$ cat src/sv/keyword_score_top_k_top_macros.svh
// assertion helpers for the top-k selector
`ifndef KEYWORD_SCORE_TOP_K_TOP_MACROS_SVH
`define KEYWORD_SCORE_TOP_K_TOP_MACROS_SVH

`ifndef SYNTHESIS
// same-cycle implication, checked out of reset
`define KST_ASSERT_NOW(label, ante, cons) \
    label: assert property (@(posedge i_clk) disable iff (!i_rst_n) (ante) |-> (cons)) \
        else $error("assertion failed");
// next-cycle implication, checked out of reset
`define KST_ASSERT_NEXT(label, ante, cons) \
    label: assert property (@(posedge i_clk) disable iff (!i_rst_n) (ante) |=> (cons)) \
        else $error("assertion failed");
`else
`define KST_ASSERT_NOW(label, ante, cons)
`define KST_ASSERT_NEXT(label, ante, cons)
`endif

`endif

$ cat src/sv/kst_pkg.sv
package kst_pkg;

    localparam int ID_W           = 32;
    localparam int SCORE_W        = 9;
    localparam int HITS_W         = 7;
    localparam int KEEP_W         = 5;
    localparam int RANK_W         = 4;
    localparam int FOUND_W        = 5;
    localparam int MAX_KEPT_DEF   = 16;
    localparam int MAX_TOKENS_DEF = 96;
    localparam int TOK_W          = 8;
    localparam int SUM_W          = 11;

    localparam logic [KEEP_W-1:0]  KEEP_RESET = 5'd8;
    localparam logic [SCORE_W-1:0] SCORE_MAX  = 9'd511;

    typedef struct packed {
        logic [ID_W-1:0]    id;
        logic [SCORE_W-1:0] score;
    } t_entry;

    typedef struct packed {
        logic ins;
        logic pop;
    } t_cell_ctl;

    typedef enum logic {
        ST_IDLE,
        ST_EMIT
    } t_state;

    // score = 2*text + 3*keyword, hit counts clipped first, score clipped to 9 bits
    function automatic logic [SCORE_W-1:0] calc_score(
        input logic [HITS_W-1:0] text_hits,
        input logic [HITS_W-1:0] keyword_hits,
        input logic [TOK_W-1:0]  tok_cap
    );
        logic [TOK_W-1:0] th;
        logic [TOK_W-1:0] kh;
        logic [SUM_W-1:0] sum;
        th = ({1'b0, text_hits} > tok_cap) ? tok_cap : {1'b0, text_hits};
        kh = ({1'b0, keyword_hits} > tok_cap) ? tok_cap : {1'b0, keyword_hits};
        sum = {th, 1'b0} + {2'b00, kh, 1'b0} + {3'b000, kh};
        if (sum > {2'b00, SCORE_MAX}) begin
            calc_score = SCORE_MAX;
        end else begin
            calc_score = sum[SCORE_W-1:0];
        end
    endfunction

endpackage

$ cat src/sv/keyword_score_top_k_top.sv
// one chunk item is accepted per cycle while idle; its insertion completes at the accepting edge
// after an item with last_chunk set, the state register moves to emit and results leave through output registers,
// one per cycle from the head of the cell chain, found_count results (one for an empty list)
// busy is high while the state is emit, until the final result is taken; the next item can be accepted
// once busy has dropped, and the receiver cannot stall results
// synchronous active-low reset empties the list and sets keep_count to 8
module keyword_score_top_k_top #(
    parameter int MAX_KEPT   = kst_pkg::MAX_KEPT_DEF,
    parameter int MAX_TOKENS = kst_pkg::MAX_TOKENS_DEF
) (
    input  logic                          i_clk,
    input  logic                          i_rst_n,
    input  logic                          start,
    output logic                          busy,
    input  logic signed [kst_pkg::ID_W-1:0]   i_chunk_id,
    input  logic [kst_pkg::HITS_W-1:0]    i_text_hits,
    input  logic [kst_pkg::HITS_W-1:0]    i_keyword_hits,
    input  logic                          i_last_chunk,
    input  logic                          i_cfg_valid,
    output logic                          o_cfg_ready,
    input  logic [kst_pkg::KEEP_W-1:0]    i_cfg_data,
    output logic                          o_strobe,
    output logic signed [kst_pkg::ID_W-1:0]   o_entry_id,
    output logic [kst_pkg::SCORE_W-1:0]   o_entry_score,
    output logic [kst_pkg::RANK_W-1:0]    o_rank,
    output logic [kst_pkg::FOUND_W-1:0]   o_found_count,
    output logic                          o_list_empty,
    output logic                          o_last_result
);
    import kst_pkg::*;

    `include "keyword_score_top_k_top_macros.svh"

    localparam int TW = $clog2(MAX_KEPT + 1);
    localparam int IW = (MAX_KEPT > 1) ? $clog2(MAX_KEPT) : 1;

    t_state            r_state;
    t_state            n_state;
    logic [KEEP_W-1:0] r_keep;
    logic [TW-1:0]     r_total;
    logic [TW-1:0]     n_total;
    logic [TW-1:0]     r_found;
    logic [TW-1:0]     n_found;
    logic [IW-1:0]     r_rank;
    logic [IW-1:0]     n_rank;

    logic                 r_strobe;
    logic                 n_strobe;
    logic [ID_W-1:0]      r_id;
    logic [ID_W-1:0]      n_id;
    logic [SCORE_W-1:0]   r_score;
    logic [SCORE_W-1:0]   n_score;
    logic [RANK_W-1:0]    r_rank_out;
    logic [RANK_W-1:0]    n_rank_out;
    logic [FOUND_W-1:0]   r_found_out;
    logic [FOUND_W-1:0]   n_found_out;
    logic                 r_empty;
    logic                 n_empty;
    logic                 r_last;
    logic                 n_last;

    t_entry              w_entry [MAX_KEPT];
    logic [MAX_KEPT-1:0] w_beat;
    t_cell_ctl           w_ctl;
    t_entry              w_new;
    logic                w_accept;
    logic [TW-1:0]       w_k;
    logic [TW-1:0]       w_k_m1;
    logic [TW-1:0]       w_total_eff;
    logic [TW-1:0]       w_new_total;
    logic                w_ins;
    logic                w_final;

    assign busy        = (r_state == ST_EMIT);
    assign o_cfg_ready = !busy;
    assign w_accept    = start && !busy;

    always_comb begin
        if (r_keep == '0) begin
            w_k = TW'(1);
        end else if (r_keep > MAX_KEPT) begin
            w_k = TW'(MAX_KEPT);
        end else begin
            w_k = TW'(r_keep);
        end
    end

    assign w_k_m1      = w_k - TW'(1);
    assign w_total_eff = (r_total > w_k) ? w_k : r_total;

    assign w_new.id    = $unsigned(i_chunk_id);
    assign w_new.score = calc_score(i_text_hits, i_keyword_hits, TOK_W'(MAX_TOKENS));

    // beats are monotone along the chain, so the cell at k-1 says whether it fits at all
    assign w_ins     = w_accept && (w_new.score != '0) && w_beat[w_k_m1[IW-1:0]];
    assign w_ctl.ins = w_ins;
    assign w_ctl.pop = (r_state == ST_EMIT) && (r_found != '0);

    always_comb begin
        if (w_ins) begin
            w_new_total = (w_total_eff == w_k) ? w_k : w_total_eff + TW'(1);
        end else begin
            w_new_total = w_total_eff;
        end
    end

    genvar gi;
    generate
        for (gi = 0; gi < MAX_KEPT; gi++) begin : g_cell
            t_entry w_prev;
            t_entry w_next;
            logic   w_prev_beat;
            logic   w_occ;

            if (gi == 0) begin : g_head
                assign w_prev      = '0;
                assign w_prev_beat = 1'b0;
            end else begin : g_body
                assign w_prev      = w_entry[gi-1];
                assign w_prev_beat = w_beat[gi-1];
            end

            if (gi == MAX_KEPT - 1) begin : g_tail
                assign w_next = w_entry[gi];
            end else begin : g_mid
                assign w_next = w_entry[gi+1];
            end

            assign w_occ = (TW'(gi) < w_total_eff);

            kst_cell u_cell (
                .i_clk       (i_clk),
                .i_ctl       (w_ctl),
                .i_new       (w_new),
                .i_prev      (w_prev),
                .i_next      (w_next),
                .i_prev_beat (w_prev_beat),
                .i_occupied  (w_occ),
                .o_entry     (w_entry[gi]),
                .o_beat      (w_beat[gi])
            );
        end
    endgenerate

    assign w_final = (r_found == '0) || ((TW'(r_rank) + TW'(1)) == r_found);

    always_comb begin
        n_state     = r_state;
        n_total     = r_total;
        n_found     = r_found;
        n_rank      = r_rank;
        n_strobe    = 1'b0;
        n_id        = r_id;
        n_score     = r_score;
        n_rank_out  = r_rank_out;
        n_found_out = r_found_out;
        n_empty     = r_empty;
        n_last      = r_last;
        case (r_state)
            ST_IDLE: begin
                if (w_accept) begin
                    n_total = w_new_total;
                    if (i_last_chunk) begin
                        n_state = ST_EMIT;
                        n_found = w_new_total;
                        n_rank  = '0;
                    end
                end
            end
            ST_EMIT: begin
                n_strobe    = 1'b1;
                n_rank_out  = RANK_W'(r_rank);
                n_found_out = FOUND_W'(r_found);
                n_last      = w_final;
                if (r_found == '0) begin
                    n_id    = '0;
                    n_score = '0;
                    n_empty = 1'b1;
                end else begin
                    n_id    = w_entry[0].id;
                    n_score = w_entry[0].score;
                    n_empty = 1'b0;
                end
                n_rank = r_rank + IW'(1);
                if (w_final) begin
                    n_state = ST_IDLE;
                    n_total = '0;
                end
            end
            default: begin
                n_state = ST_IDLE;
            end
        endcase
    end

    always_ff @(posedge i_clk) begin
        if (!i_rst_n) begin
            r_state  <= ST_IDLE;
            r_total  <= '0;
            r_keep   <= KEEP_RESET;
            r_strobe <= 1'b0;
        end else begin
            r_state  <= n_state;
            r_total  <= n_total;
            r_strobe <= n_strobe;
            if (i_cfg_valid && o_cfg_ready) begin
                r_keep <= i_cfg_data;
            end
        end
    end

    always_ff @(posedge i_clk) begin
        r_found     <= n_found;
        r_rank      <= n_rank;
        r_id        <= n_id;
        r_score     <= n_score;
        r_rank_out  <= n_rank_out;
        r_found_out <= n_found_out;
        r_empty     <= n_empty;
        r_last      <= n_last;
    end

    assign o_strobe      = r_strobe;
    assign o_entry_id    = $signed(r_id);
    assign o_entry_score = r_score;
    assign o_rank        = r_rank_out;
    assign o_found_count = r_found_out;
    assign o_list_empty  = r_empty;
    assign o_last_result = r_last;

    `KST_ASSERT_NOW(a_total_bound, 1'b1, r_total <= TW'(MAX_KEPT))
    `KST_ASSERT_NOW(a_idle_after_last, o_strobe && o_last_result, !busy)
    `KST_ASSERT_NOW(a_empty_marker, o_strobe && o_list_empty, o_last_result && (o_found_count == '0))
    `KST_ASSERT_NEXT(a_rank_runs, o_strobe && !o_last_result, o_strobe && (o_rank == $past(o_rank) + 4'd1))
    `KST_ASSERT_NEXT(a_emit_starts, start && !busy && i_last_chunk, busy)

endmodule

$ cat src/sv/kst_cell.sv
module kst_cell (
    input  logic               i_clk,
    input  kst_pkg::t_cell_ctl i_ctl,
    input  kst_pkg::t_entry    i_new,
    input  kst_pkg::t_entry    i_prev,
    input  kst_pkg::t_entry    i_next,
    input  logic               i_prev_beat,
    input  logic               i_occupied,
    output kst_pkg::t_entry    o_entry,
    output logic               o_beat
);
    import kst_pkg::*;

    t_entry r_entry;
    t_entry n_entry;

    // strictly greater, so an equal score lands behind the older entry
    assign o_beat  = !i_occupied || (i_new.score > r_entry.score);
    assign o_entry = r_entry;

    always_comb begin
        n_entry = r_entry;
        if (i_ctl.pop) begin
            n_entry = i_next;
        end else if (i_ctl.ins) begin
            if (i_prev_beat) begin
                n_entry = i_prev;
            end else if (o_beat) begin
                n_entry = i_new;
            end
        end
    end

    always_ff @(posedge i_clk) begin
        r_entry <= n_entry;
    end

endmodule

$ cat config.mk
export PLATFORM = sky130hd
export DESIGN_NAME = keyword_score_top_k_top
export DESIGN_NICKNAME = d
export VERILOG_FILES = /design/src/sv/kst_pkg.sv /design/src/sv/keyword_score_top_k_top.sv /design/src/sv/kst_cell.sv
export VERILOG_INCLUDE_DIRS = /design/src /design/src/sv
export SDC_FILE = /design/constraint.sdc
export NUM_CORES = 2
export LEC_CHECK = 0
export ABC_AREA = 1
export BUFFER_PORTS_ARGS = -buffer_cell sky130_fd_sc_hd__buf_2
export CAP_MARGIN = 15
export CORE_MARGIN = 8
export CORE_UTILIZATION = 59
export CTS_BUF_LIST = sky130_fd_sc_hd__clkbuf_2
export CTS_CLUSTER_SIZE = 16
export DETAILED_ROUTE_END_ITERATION = 8
export GPL_ROUTABILITY_DRIVEN = 0
export PLACE_DENSITY_LB_ADDON = 0.15
export RECOVER_POWER = 25
export SETUP_SLACK_MARGIN = 0.5
export SLEW_MARGIN = 20
export SYNTH_ARGS = -nofsm -noshare
export SYNTH_HDL_FRONTEND = slang
export SYNTH_SLANG_ARGS = --single-unit
$ cat constraint.sdc
create_clock -name i_clk -period 8.8 [get_ports i_clk]
set_input_delay 0.88 -clock i_clk [delete_from_list [all_inputs] [get_ports i_clk]]
set_output_delay 0.88 -clock i_clk [all_outputs]
set_load 0.01 [all_outputs]
==> impl_metrics.py <==
metrics = {
    "outcome": {
        "status": "finished with violations",
        "failed_checks": "max-capacitance violations, max-slew violations",
    },
    "hold_path": {
        "hold_class": "input port to flop",
    },
    "timing": {
        "fmax_mhz": 138,
        "min_period_over_period": 0.826,
        "hold_viol": 0,
        "worstMarginPinSlew_ns": 3.15,
        "skew_ns": 0.0919,
        "slew-limit-headroom": -1.10,
        "slew_violations": 484,
        "setup_total_negative_slack_ns": 0,
        "finalWorstPathRequiredPeriod_ns": 7.27,
        "timing.final.setup_violations": 0,
        "rsz0062_at_grt": "no",
    },
    "synth": {
        "ys_top_cells_by_area": "edfxtp_1 (53%), o21ai_0 (14%), inv_1 (6.5%)",
        "edff_count_synth": 717,
        "synthDominantAreaCellType": "edfxtp_1",
        "yosys.area.top_type_share": 0.533,
        "yosysSeqAreaShare": 0.539,
        "syn-cell-area_sq_um": 40400,
        "synth_cell_type_count": 45,
        "post_synth.cell_area_avg_sq_um": 8.98,
        "postSynth.topFlopCell": "edfxtp_1",
        "synth_warnings": 0,
        "yosys.cell_count.top_type": "o21ai_0",
        "asr_flop_ratio_synth": 0,
        "synthesis.nets": 4714,
        "yosys_register_bits": 729,
        "syn-instance-count": 4493,
        "synthTopCellsByCount": "o21ai_0 (1151), edfxtp_1 (717), inv_1 (698)",
    },
    "floorplan": {
        "die_area_sq_um": 77000,
        "initial_utilization": 0.593,
        "die_w_microns": 278,
        "floorplan.die.height_microns": 278,
        "num_rows": 96,
        "fp.coreArea_sq_um": 68100,
        "top_level_pins": 111,
    },
    "critical_path": {
        "critical_path_class": "flop to flop",
        "worstSetupEndpointType": "flop",
        "worstSetupStartpointType": "flop",
        "critical_path.max_fanout": 246,
        "cp_data_arrival_time_ns": 8.23,
        "timing.critical_path.required_ns": 9.76,
        "reg2reg_setup_slack_ns": 1.53,
    },
    "cts": {
        "clock_latency_late_sink_ns": 1.41,
        "clock_root_buffer": "clkbuf_2",
        "max-clock-path-buffers": 3,
        "h-tree-depth": 4,
        "tritoncts": "built",
        "cts_repair_resize_count": 0,
        "clkTransAtPathRegs_ns": 0.10,
        "cts_made_buffers": 185,
        "clock_tree_sinks": 729,
    },
    "routing": {
        "wirelength_routed_microns": 99700,
        "ant_nets": 0,
        "wl_per_cell_microns": 17.9,
        "drtPass1Iterations": 8,
        "num_vias": 32000,
        "detail_route.drc_violations": 0,
        "dr.first_iter.drc_count": 3550,
        "drt-vias-per-instance": 5.73,
    },
    "placed_design": {
        "dp_hpwl_microns": 66700,
        "i_o_buffers": 110,
        "cell_area_reported_after_detailed_placement_sq_um": 41600,
        "place_inst": 5222,
    },
    "global_routing": {
        "pin_count_of_the_biggest_net_entering_global_routing": 264,
        "groute.usage.overall": 0.252,
        "vias_in_the_first_global_route": 29800,
        "antenna_found_initial": 1,
        "grt_overflow": 0,
        "grt_pass1_wl_microns": 160000,
    },
    "finish": {
        "fill_cell_total_of_the_finished_layout": 5819,
        "postLayoutCoreUtil": 0.640,
        "fraction_of_layout_cells_with_a_size_suffix_above_1": 0.0991,
        "instances_no_fill": 5584,
        "flow.area_growth_from_synthesis_pct": 7.92,
        "finish.instance_area_sq_um": 43600,
        "final-seq-area_sq_um": 21800,
        "nNetsFinal": 4799,
        "multi_input_comb_area_sq_um": 15000,
    },
    "flow_run": {
        "drv_cap": 5,
    },
    "pwr": {
        "irDropWorstVdd_mv": 0.270,
        "post-layout-total-power_mw": 16.7,
        "power.density_cell_area_nw_per_um2": 383,
        "static-leakage-power_nw": 18.3,
    },
}
## power breakdown
group / internal [mW] / switching (mW)
combinational: 2.44 / 5.29
sequential: 6.22 / 0.507
clock: 0.863 / 1.39
total: 9.52 / 7.18
## area by class of cell
cell class,instances,area share
Timing Repair Buffer,217,0.0333
Inverter,701,0.0605
Tap cell,882,0.0253
Multi-Input combinational cell,2744,0.344
Antenna cell,1,0.0000575
Clock inverter,38,0.00529
Sequential cell,729,0.500
Clock buffer,272,0.0313
## state kept, by name (all words and copies together) (netlist names)
name and cells:
r_total 5, o_rank 4, o_strobe 1, o_entry_id 32, r_keep 5, o_last_result 1
g_cell.u_cell.o_entry 656, r_found 5, r_rank 4, o_found_count 5, o_list_empty 1, o_entry_score 9
busy 1
## final timing paths
path / startpoint / endpoint / cells after the start
setup / recovery: busy$_SDFF_PN0_ / g_cell[14].u_cell.o_entry[40]$_DFFE_PP_ / 6
hold / removal: i_rst_n / o_strobe$_SDFF_PN0_ / 4
setup reg to reg: busy$_SDFF_PN0_ / g_cell[14].u_cell.o_entry[40]$_DFFE_PP_ / 6
hold reg to reg: r_found[3]$_DFFE_PP_ / o_found_count[3]$_DFFE_PP_ / 0
## metal layers
metal	global-route usage	wire length (microns)	part of all wire
met3	0.0619	9990	0.10
met2	0.344	40500	0.41
met5	0	0	0
met4	0.0777	1840	0.018
met1	0.389	47400	0.48
## critical path, stage by stage (launching register included)
cell	delay (ns)
dfxtp_2	0.32
clkbuf_1	2.20
nand2_4	1.02
clkbuf_4	1.31
buf_4	0.91
a31oi_4	0.29
buf_4	0.49
## through the flow
step	hold WS [ns]	setup slack (ns)
2_1_floorplan	0.426	0.862
3_3_place_gp	0.434	1.70
3_5_place_dp	0.434	1.49
4_1_cts	0.195	3.01
5_1_grt	0.311	0.915
6_report	0.377	1.53
## timing repair
action                                 in CTS  in global routing
setup buffers                               0                  0
endpoints found under the hold margin     377                  0
hold buffers                               51                  0
## layout by cell type, fill, tap and decap left out, types with 6 or more instances in the layout
cell type / n
o21ai_0: 1150
edfxtp_1: 717
inv_1: 697
nand2_1: 487
a21oi_1: 469
clkbuf_2: 274
nor2_1: 161
ha_1: 161
o22ai_1: 105
clkbuf_1: 58
buf_2: 54
dlygate4sd3_1: 51
buf_4: 47
nand3_1: 40
o211ai_1: 25
nand2_2: 24
clkinv_1: 24
nand4_1: 18
a31oi_4: 15
xor2_1: 14
nor3_1: 11
dfxtp_1: 11
o21a_1: 9
nand2_4: 7
nand3b_1: 6
## logic make-up (layout without fill, tap and decap cells)
family	after synthesis	after routing	share of synthesized area
AOI/OAI and AO/OA	1789	1789	0.229
xor gates and xnor gates	15	15	0.00326
adders and majority gates	165	165	0.0519
buffers and inverters	1020	1228	0.0956
DFF	729	729	0.539
other	0	1	0
and+or+nand+nor	775	775	0.0808
(Power assumes the default switching activity.)
